<file path="src/design/keypad_countdown_timer_controller_core_defines.svh">
// assertion macros for the keypad countdown timer controller
// used by the top level; no other dependencies
`ifndef KEYPAD_COUNTDOWN_TIMER_CONTROLLER_CORE_DEFINES_SVH
`define KEYPAD_COUNTDOWN_TIMER_CONTROLLER_CORE_DEFINES_SVH

// condition in one cycle implies consequence in the same cycle
`define KCTC_ASSERT_SAME(label, clk, rst, ante, cons) \
   label: assert property (@(posedge clk) disable iff (rst) (ante) |-> (cons)) \
      else $error("kctc same-cycle check failed");

// condition in one cycle implies consequence in the next cycle
`define KCTC_ASSERT_NEXT(label, clk, rst, ante, cons) \
   label: assert property (@(posedge clk) disable iff (rst) (ante) |=> (cons)) \
      else $error("kctc next-cycle check failed");

`endif

</file>
<file path="src/design/kctc_pkg.sv">
// shared types and constants for the keypad countdown timer controller
// no dependencies; used by the step logic and the top level
package kctc_pkg;

   // operating modes
   typedef enum logic [2:0] {
      MODE_ENTRY   = 3'd0,
      MODE_READY   = 3'd1,
      MODE_RUNNING = 3'd2,
      MODE_PAUSED  = 3'd3,
      MODE_HELD    = 3'd4
   } mode_type;

   // result event codes
   typedef enum logic [2:0] {
      EV_NONE      = 3'd0,
      EV_INVALID   = 3'd1,
      EV_FINISHED  = 3'd2,
      EV_DOOR_OPEN = 3'd3,
      EV_CANCELLED = 3'd4
   } event_type;

   // key codes
   localparam logic [3:0] KEY_DIGIT_MAX = 4'd9;
   localparam logic [3:0] KEY_START     = 4'd10;
   localparam logic [3:0] KEY_CLEAR     = 4'd11;

   // time and key-entry limits
   localparam logic [6:0] LIMIT_MMSS   = 7'd59;
   localparam logic [1:0] LAST_PRESS   = 2'd3;

   // action codes
   localparam logic ACTION_KEY  = 1'b0;
   localparam logic ACTION_TICK = 1'b1;

   // controller state
   typedef struct packed {
      mode_type         mode;
      logic [3:0][3:0]  digits;    // [0] is the newest digit
      logic [1:0]       presses;
      logic [6:0]       minutes;
      logic [6:0]       seconds;
   } state_type;

   // one result beat
   typedef struct packed {
      logic [2:0] mode;
      logic [6:0] minutes_shown;
      logic [6:0] seconds_shown;
      logic       beep;
      logic [2:0] event_res;
   } result_type;

   // tens digit times ten plus units digit
   function automatic logic [6:0] digit_pair(input logic [3:0] hi, input logic [3:0] lo);
      digit_pair = {hi, 3'b000} + {2'b00, hi, 1'b0} + {3'b000, lo};
   endfunction

endpackage

</file>
<file path="src/design/kctc_if.sv">
// valid/ready channel interfaces for the request and response beats
// depends on nothing but plain logic types
interface kctc_req_if;
   logic       valid;
   logic       ready;
   logic       action;
   logic [3:0] key_code;
   logic       door_closed;

   modport source (output valid, output action, output key_code, output door_closed,
                   input ready);
   modport sink   (input valid, input action, input key_code, input door_closed,
                   output ready);
endinterface

interface kctc_rsp_if;
   logic       valid;
   logic       ready;
   logic [2:0] mode;
   logic [6:0] minutes_shown;
   logic [6:0] seconds_shown;
   logic       beep;
   logic [2:0] event_res;

   modport source (output valid, output mode, output minutes_shown, output seconds_shown,
                   output beep, output event_res, input ready);
   modport sink   (input valid, input mode, input minutes_shown, input seconds_shown,
                   input beep, input event_res, output ready);
endinterface

</file>
<file path="src/design/kctc_step.sv">
// next-state and result logic for one request beat
// depends on kctc_pkg
module kctc_step (
   input  kctc_pkg::state_type  cur_state,
   input  logic                 action,
   input  logic [3:0]           key_code,
   input  logic                 door_closed,
   output kctc_pkg::state_type  nxt_state,
   output kctc_pkg::result_type result
);

   logic                is_key;
   logic                start_key;
   logic                clear_key;
   logic                go_entry;
   logic                beep;
   kctc_pkg::event_type ev;

   // decode the beat
   assign is_key    = (action == kctc_pkg::ACTION_KEY);
   assign start_key = is_key && (key_code == kctc_pkg::KEY_START);
   assign clear_key = is_key && (key_code == kctc_pkg::KEY_CLEAR);

   // mode transitions and countdown
   always_comb begin
      nxt_state = cur_state;
      beep      = 1'b0;
      ev        = kctc_pkg::EV_NONE;
      go_entry  = 1'b0;
      case (cur_state.mode)
         kctc_pkg::MODE_READY: begin
            if (start_key) begin
               if (!door_closed) begin
                  beep = 1'b1;
                  ev   = kctc_pkg::EV_DOOR_OPEN;
               end else if (cur_state.minutes <= kctc_pkg::LIMIT_MMSS &&
                            cur_state.seconds <= kctc_pkg::LIMIT_MMSS) begin
                  nxt_state.mode = kctc_pkg::MODE_RUNNING;
               end else begin
                  beep     = 1'b1;
                  ev       = kctc_pkg::EV_INVALID;
                  go_entry = 1'b1;
               end
            end else if (clear_key) begin
               go_entry = 1'b1;
            end
         end
         kctc_pkg::MODE_RUNNING: begin
            if (!is_key) begin
               if (!door_closed) begin
                  nxt_state.mode = kctc_pkg::MODE_HELD;
                  beep           = 1'b1;
                  ev             = kctc_pkg::EV_DOOR_OPEN;
               end else begin
                  // decrement with borrow from minutes
                  if (cur_state.seconds == 7'd0) begin
                     if (cur_state.minutes != 7'd0) begin
                        nxt_state.minutes = cur_state.minutes - 7'd1;
                        nxt_state.seconds = kctc_pkg::LIMIT_MMSS;
                     end
                  end else begin
                     nxt_state.seconds = cur_state.seconds - 7'd1;
                  end
                  if (nxt_state.minutes == 7'd0 && nxt_state.seconds == 7'd0) begin
                     ev       = kctc_pkg::EV_FINISHED;
                     go_entry = 1'b1;
                  end
               end
            end else if (start_key) begin
               nxt_state.mode = kctc_pkg::MODE_PAUSED;
            end
         end
         kctc_pkg::MODE_PAUSED: begin
            if (start_key) begin
               nxt_state.mode = kctc_pkg::MODE_RUNNING;
            end else if (clear_key) begin
               ev       = kctc_pkg::EV_CANCELLED;
               go_entry = 1'b1;
            end
         end
         kctc_pkg::MODE_HELD: begin
            if (start_key) begin
               if (door_closed) begin
                  nxt_state.mode = kctc_pkg::MODE_RUNNING;
               end else begin
                  beep = 1'b1;
                  ev   = kctc_pkg::EV_DOOR_OPEN;
               end
            end
         end
         default: begin
            // entry mode, and any stray code behaves as entry
            nxt_state.mode = kctc_pkg::MODE_ENTRY;
            if (is_key) begin
               if (key_code <= kctc_pkg::KEY_DIGIT_MAX) begin
                  nxt_state.digits = {cur_state.digits[2:0], key_code};
               end
               if (cur_state.presses == kctc_pkg::LAST_PRESS) begin
                  nxt_state.minutes = kctc_pkg::digit_pair(nxt_state.digits[3],
                                                           nxt_state.digits[2]);
                  nxt_state.seconds = kctc_pkg::digit_pair(nxt_state.digits[1],
                                                           nxt_state.digits[0]);
                  nxt_state.presses = 2'd0;
                  nxt_state.mode    = kctc_pkg::MODE_READY;
               end else begin
                  nxt_state.presses = cur_state.presses + 2'd1;
               end
            end
         end
      endcase
      // back to entry clears the keyed digits
      if (go_entry) begin
         nxt_state.mode    = kctc_pkg::MODE_ENTRY;
         nxt_state.digits  = '0;
         nxt_state.presses = 2'd0;
      end
   end

   // result beat
   always_comb begin
      result.mode      = nxt_state.mode;
      result.beep      = beep;
      result.event_res = ev;
      if (nxt_state.mode == kctc_pkg::MODE_ENTRY) begin
         result.minutes_shown = kctc_pkg::digit_pair(nxt_state.digits[3], nxt_state.digits[2]);
         result.seconds_shown = kctc_pkg::digit_pair(nxt_state.digits[1], nxt_state.digits[0]);
      end else begin
         result.minutes_shown = nxt_state.minutes;
         result.seconds_shown = nxt_state.seconds;
      end
   end

endmodule

</file>
<file path="src/design/keypad_countdown_timer_controller_core.sv">
// Keypad countdown timer controller: each request beat (a key press or a one-second
// tick, with the sampled door level) yields exactly one response beat carrying the new
// mode, the mm:ss shown, the beep flag and an event code. The block takes one beat per
// clock while the output register is empty or being drained: the controller state
// updates on the accepting edge and the response lands in a single output register,
// valid in the cycle after acceptance. No clearing pass after reset.
// Depends on kctc_pkg, kctc_if, kctc_step and the assertion macro header.
`include "keypad_countdown_timer_controller_core_defines.svh"

module keypad_countdown_timer_controller_core (
   input  logic           clock,
   input  logic           reset,
   kctc_req_if.sink       req_bus,
   kctc_rsp_if.source     rsp_bus
);

   kctc_pkg::state_type  state_ff;
   kctc_pkg::state_type  state_in;
   kctc_pkg::result_type rsp_ff;
   kctc_pkg::result_type rsp_in;
   logic                 rsp_valid_ff;
   logic                 req_ready;
   logic                 req_accept;

   // take a beat whenever the output register can be refilled
   assign req_ready     = !rsp_valid_ff || rsp_bus.ready;
   assign req_accept    = req_bus.valid && req_ready;
   assign req_bus.ready = req_ready;

   // next state and response for the offered beat
   kctc_step u_step (
      .cur_state   (state_ff),
      .action      (req_bus.action),
      .key_code    (req_bus.key_code),
      .door_closed (req_bus.door_closed),
      .nxt_state   (state_in),
      .result      (rsp_in)
   );

   // controller state
   always_ff @(posedge clock) begin
      if (reset) begin
         state_ff.mode    <= kctc_pkg::MODE_ENTRY;
         state_ff.digits  <= '0;
         state_ff.presses <= 2'd0;
         state_ff.minutes <= 7'd0;
         state_ff.seconds <= 7'd0;
      end else if (req_accept) begin
         state_ff <= state_in;
      end
   end

   // response valid flag
   always_ff @(posedge clock) begin
      if (reset) begin
         rsp_valid_ff <= 1'b0;
      end else if (req_accept) begin
         rsp_valid_ff <= 1'b1;
      end else if (rsp_bus.ready) begin
         rsp_valid_ff <= 1'b0;
      end
   end

   // response payload
   always_ff @(posedge clock) begin
      if (req_accept) begin
         rsp_ff <= rsp_in;
      end
   end

   assign rsp_bus.valid         = rsp_valid_ff;
   assign rsp_bus.mode          = rsp_ff.mode;
   assign rsp_bus.minutes_shown = rsp_ff.minutes_shown;
   assign rsp_bus.seconds_shown = rsp_ff.seconds_shown;
   assign rsp_bus.beep          = rsp_ff.beep;
   assign rsp_bus.event_res     = rsp_ff.event_res;

   // checks
   `KCTC_ASSERT_SAME(a_beep_event, clock, reset, rsp_valid_ff && rsp_ff.beep, rsp_ff.event_res == kctc_pkg::EV_DOOR_OPEN || rsp_ff.event_res == kctc_pkg::EV_INVALID)
   `KCTC_ASSERT_SAME(a_presses_entry, clock, reset, state_ff.mode != kctc_pkg::MODE_ENTRY, state_ff.presses == 2'd0)
   `KCTC_ASSERT_NEXT(a_accept_rsp, clock, reset, req_accept, rsp_valid_ff)
   `KCTC_ASSERT_SAME(a_run_range, clock, reset, state_ff.mode == kctc_pkg::MODE_RUNNING, state_ff.minutes <= kctc_pkg::LIMIT_MMSS && state_ff.seconds <= kctc_pkg::LIMIT_MMSS)

endmodule
</file>
<file path="src/flat_wrapper.sv">
// flat-port wrapper written by rule: the top's interface ports become plain ports
module keypad_countdown_timer_controller_core_flat 
  (clock, reset, req_bus_valid, req_bus_action, req_bus_key_code, req_bus_door_closed, req_bus_ready, rsp_bus_valid, rsp_bus_mode, rsp_bus_minutes_shown, rsp_bus_seconds_shown, rsp_bus_beep, rsp_bus_event_res, rsp_bus_ready);
  kctc_req_if req_bus_i ();
  kctc_rsp_if rsp_bus_i ();
  input  logic clock;
  input  logic reset;
  input wire logic [$bits(req_bus_i.valid)-1:0] req_bus_valid;
  input wire logic [$bits(req_bus_i.action)-1:0] req_bus_action;
  input wire logic [$bits(req_bus_i.key_code)-1:0] req_bus_key_code;
  input wire logic [$bits(req_bus_i.door_closed)-1:0] req_bus_door_closed;
  output wire logic [$bits(req_bus_i.ready)-1:0] req_bus_ready;
  output wire logic [$bits(rsp_bus_i.valid)-1:0] rsp_bus_valid;
  output wire logic [$bits(rsp_bus_i.mode)-1:0] rsp_bus_mode;
  output wire logic [$bits(rsp_bus_i.minutes_shown)-1:0] rsp_bus_minutes_shown;
  output wire logic [$bits(rsp_bus_i.seconds_shown)-1:0] rsp_bus_seconds_shown;
  output wire logic [$bits(rsp_bus_i.beep)-1:0] rsp_bus_beep;
  output wire logic [$bits(rsp_bus_i.event_res)-1:0] rsp_bus_event_res;
  input wire logic [$bits(rsp_bus_i.ready)-1:0] rsp_bus_ready;
  assign req_bus_i.valid = req_bus_valid;
  assign req_bus_i.action = req_bus_action;
  assign req_bus_i.key_code = req_bus_key_code;
  assign req_bus_i.door_closed = req_bus_door_closed;
  assign req_bus_ready = req_bus_i.ready;
  assign rsp_bus_valid = rsp_bus_i.valid;
  assign rsp_bus_mode = rsp_bus_i.mode;
  assign rsp_bus_minutes_shown = rsp_bus_i.minutes_shown;
  assign rsp_bus_seconds_shown = rsp_bus_i.seconds_shown;
  assign rsp_bus_beep = rsp_bus_i.beep;
  assign rsp_bus_event_res = rsp_bus_i.event_res;
  assign rsp_bus_i.ready = rsp_bus_ready;
  keypad_countdown_timer_controller_core u_core (.clock(clock), .reset(reset), .req_bus(req_bus_i), .rsp_bus(rsp_bus_i));
endmodule
</file>
<file path="config.mk">
export PLATFORM = sky130hd
export DESIGN_NAME = keypad_countdown_timer_controller_core_flat
export DESIGN_NICKNAME = d
export VERILOG_FILES = /design/src/design/kctc_pkg.sv /design/src/design/kctc_if.sv /design/src/design/kctc_step.sv /design/src/design/keypad_countdown_timer_controller_core.sv /design/src/flat_wrapper.sv
export VERILOG_INCLUDE_DIRS = /design/src /design/src/design
export SDC_FILE = /design/constraint.sdc
export NUM_CORES = 1
export LEC_CHECK = 0
export BUFFER_PORTS_ARGS = -buffer_cell sky130_fd_sc_hd__buf_4
export CAP_MARGIN = 20
export CORE_MARGIN = 2
export CORE_UTILIZATION = 35
export DETAILED_ROUTE_END_ITERATION = 8
export PLACE_DENSITY = 0.64
export SETUP_SLACK_MARGIN = 0.02
export SYNTH_ARGS = -nofsm -noshare
export SYNTH_HDL_FRONTEND = slang
export SYNTH_HIERARCHICAL = 1
export SYNTH_SLANG_ARGS = --single-unit
</file>
<file path="constraint.sdc">
create_clock -name clock -period 5 [get_ports clock]
set_clock_uncertainty 0.2 [all_clocks]
set_input_delay 0.5 -clock clock [delete_from_list [all_inputs] [get_ports clock]]
set_output_delay 0.5 -clock clock [all_outputs]
set_load 0.05 [all_outputs]
</file>
==> flow_summary.ini <==
[place]
place.gp.congestion = 0.930
numPortBuffers = 32
placed_area_um2 = 5380
dp_hpwl_um = 9460

[sta]
fin_hold_ws_ps = 354
max_slew.worst_pin.slew_ps = 992
fmax_mhz = 209
tns_ps = 0
setup_violations = 0
fin_crit_sh = 0.956
rsz0062_at_grt = false
slew_headroom = 0.339
slew_violations = 0
hold_violations = 0
period_needed_ps = 4780

[finish]
diodes = 0
drive_above_1_share = 0.261
fin_util = 0.416
fin_nets = 634
nFillCells = 1362
area_growth_pct = 15.4
design_area_um2 = 5800

[floorplan]
io_pins = 33
placementRows = 43
start_util = 0.360
die_h_um = 124
die_area_um2 = 15300
die_w_um = 124
core_um2 = 13900

[setup_path]
required_ps = 4880
end_kind = flop
slowest_stage = fa_1
arrival_ps = 4660
cp_max_fo = 6
cp_top_family = simple AND/OR/NAND/NOR gates
cp_common_cell = or3b_4
startpoint_type = flop
worstSetupPathType = reg -> reg
cp_slowest_stage_delay_ps = 570
path_buf_inv = 3
cp_cell_sequence = inv_2 -> ha_4 -> or3b_4 -> or4_4 -> a22oi_2 -> or3b_4 -> o31ai_4 -> buf_6 -> nor3_1 -> fa_1 -> inv_1 -> fa_2 -> nor2b_1 -> o21ai_0 -> nand2b_1 -> o311ai_0 -> a211o_1

[grt]
grt_antenna_before_repair = 0
grt-ovfl-total = 0
grt_first_pass_wirelength_um = 21800
gr-usage-all-layers = 0.183
grt_pass1_vias = 4201
grt_max_degree = 74

[cts]
clockBufferDepth = 2
htree_num_levels = 3
cts.sinks = 57
cts-root-buf = clkbuf_16
cts_tree = yes
cts_buffers = 9
clkTransAtPathRegs_ps = 50
clk_latency_ps = 320

[synth]
yosysMostFrequentCell = nand3_1
synthDistinctLibCells = 78
synthMuxAreaShare = 0.0737
synth-async-reset-ratio = 0
synth-xor-area-share = 0.0227
synthSimpleGateAreaFrac = 0.182
yosysSeqAreaShare = 0.269
synthDominantCellAreaShare = 0.143
yosysWarnings = 6
synth_seq_cells = 57
synthTopCellsByCount = nand3_1 (42), nor2_1 (41), dfxtp_1 (36)
synth_edf_count = 21
synth_fa_ha_area_frac = 0.117
synth_nets = 606
yosysTopAreaCell = dfxtp_1
syn_avg_cell_area_um2 = 9.07
netlist_area_um2 = 5020
ys.flop_type = dfxtp_1
synth_compound_area_frac = 0.268
yosys-top-cells-area = dfxtp_1 (14%), edfxtp_1 (13%), ha_1 (8.5%), a21bo_1 (6.4%), a21oi_2 (5.6%)
synth_top_family_by_area = compound AO/OA/AOI/OAI gates
synthCells = 554

[routing]
drcViolationCount = 0
drt_iter0_drc = 439
wl_per_cell_um = 17.7
vias = 4429
first_pass_iters = 5
via_per_inst = 5.77
drt_wl_total_um = 13600
final_antenna_net_count = 0

[power_and_ir_drop]
leakagePower_nw = 2.44
power_density_nw_per_um2 = 248
vdd_ir_drop_max_mv = 0.172
finalPower_mw = 1.44

[hold_path]
hold_path.class = in -> reg

[flow_run]
drv_cap = 0

[outcome]
status = finished, final reports clean
==> power breakdown <==
part	switching [mW]	internal [mW]	total (mW)
clock network	0.204	0.397	0.601
registers	0.0125	0.513	0.525
logic	0.194	0.119	0.313
total	0.410	1.03	1.44
==> metrics by stage <==
step,std cells,setup WS [ps]
detailed placement,743,89.2
floorplan,554,130
global route,767,7.05
global placement,743,200
CTS,759,75.6
finish,767,218
==> path summary, 6_finish.rpt <==
check                                                      start                                         to  slack [ps]  cells past startpoint
worst max-delay path             u_core/state_ff[1]$_SDFFE_PP0P_  u_core/rsp_bus.minutes_shown[6]$_DFFE_PP_         220                     17
worst min-delay path                         req_bus_door_closed      u_core/rsp_bus.event_res[0]$_DFFE_PP_         350                      2
worst max register to register   u_core/state_ff[1]$_SDFFE_PP0P_  u_core/rsp_bus.minutes_shown[6]$_DFFE_PP_         220                     17
worst min register to register  u_core/state_ff[30]$_SDFFE_PP0P_           u_core/state_ff[30]$_SDFFE_PP0P_         400                      2
==> cells by family (layout without fill, tap and decap cells) <==
logic type                 after synthesis  in the layout
and+or+nand+nor                        171            171
adders and majority gates               42             42
xor gates and xnor gates                13             13
muxes                                   31             31
AOI/OAI and AO/OA                      174            174
buffers and inverters                   66             99
DFF                                     57             57
==> worst reg2reg max path, cell delays in order, from the launching register on <==
cell and delay (ps):
dfxtp_1 310, inv_2 80, ha_4 180, or3b_4 420
or4_4 490, a22oi_2 150, or3b_4 420, o31ai_4 300
buf_6 160, nor3_1 80, fa_1 570, inv_1 70
fa_2 390, nor2b_1 110, o21ai_0 80, nand2b_1 120
o311ai_0 130, a211o_1 280
==> sequential cells by signal (all words and copies together), names as in the netlist <==
| register | cells |
|---|---|
| u_core/rsp_bus.minutes_shown | 7 |
| u_core/state_ff | 35 |
| u_core/rsp_bus.beep | 1 |
| u_core/rsp_bus.valid | 1 |
| u_core/rsp_bus.mode | 3 |
| u_core/rsp_bus.seconds_shown | 7 |
| u_core/rsp_bus.event_res | 3 |
==> cell type report <==
| type | instances | area [µm²] | area share |
|---|---|---|---|
| multi-input cells | 431 | 3380 | 0.584 |
| clock buffers | 13 | 250 | 0.0432 |
| inverters | 23 | 86.3 | 0.0149 |
| clock inverters | 3 | 40.0 | 0.00691 |
| repair buffers | 60 | 458 | 0.0790 |
| flip-flops and latches | 57 | 1350 | 0.233 |
| well taps | 180 | 225 | 0.0389 |
==> per-layer routing <==
metal / share of wire / global-route usage / vias up
met4: 0.019 / 0.0639 / 0
li1: - / - / 2103
met3: 0.058 / 0.0302 / 21
met1: 0.45 / 0.241 / 2134
met5: 0 / 0 / -
met2: 0.47 / 0.302 / 171
==> layout by cell type (no fill, tap or decap), types with 4 or more instances in the layout <==
master and count:
mux2_2 12, fa_1 6, and2_1 4, a22oi_1 7
a21oi_1 30, nor3_1 18, mux2_4 9, buf_4 58
nor2_1 41, inv_1 21, mux2i_1 10, nand2_1 27
a221o_1 4, xor2_1 5, o21ai_0 19, a21o_1 7
dfxtp_1 36, a31oi_1 5, a21bo_1 32, nand3_1 42
xnor2_1 8, ha_1 33, nand2b_1 4, clkbuf_16 9
nand4_1 5, a21oi_2 33, edfxtp_1 21
==> what timing repair did <==
| item | in CTS | in global routing |
|---|---|---|
| endpoints found under the setup margin | 0 | 2 |
| gates resized for setup | 0 | 15 |
| setup buffers | 0 | 6 |
| hold buffers | 0 | 0 |
Power figures use the tool's default switching activity.
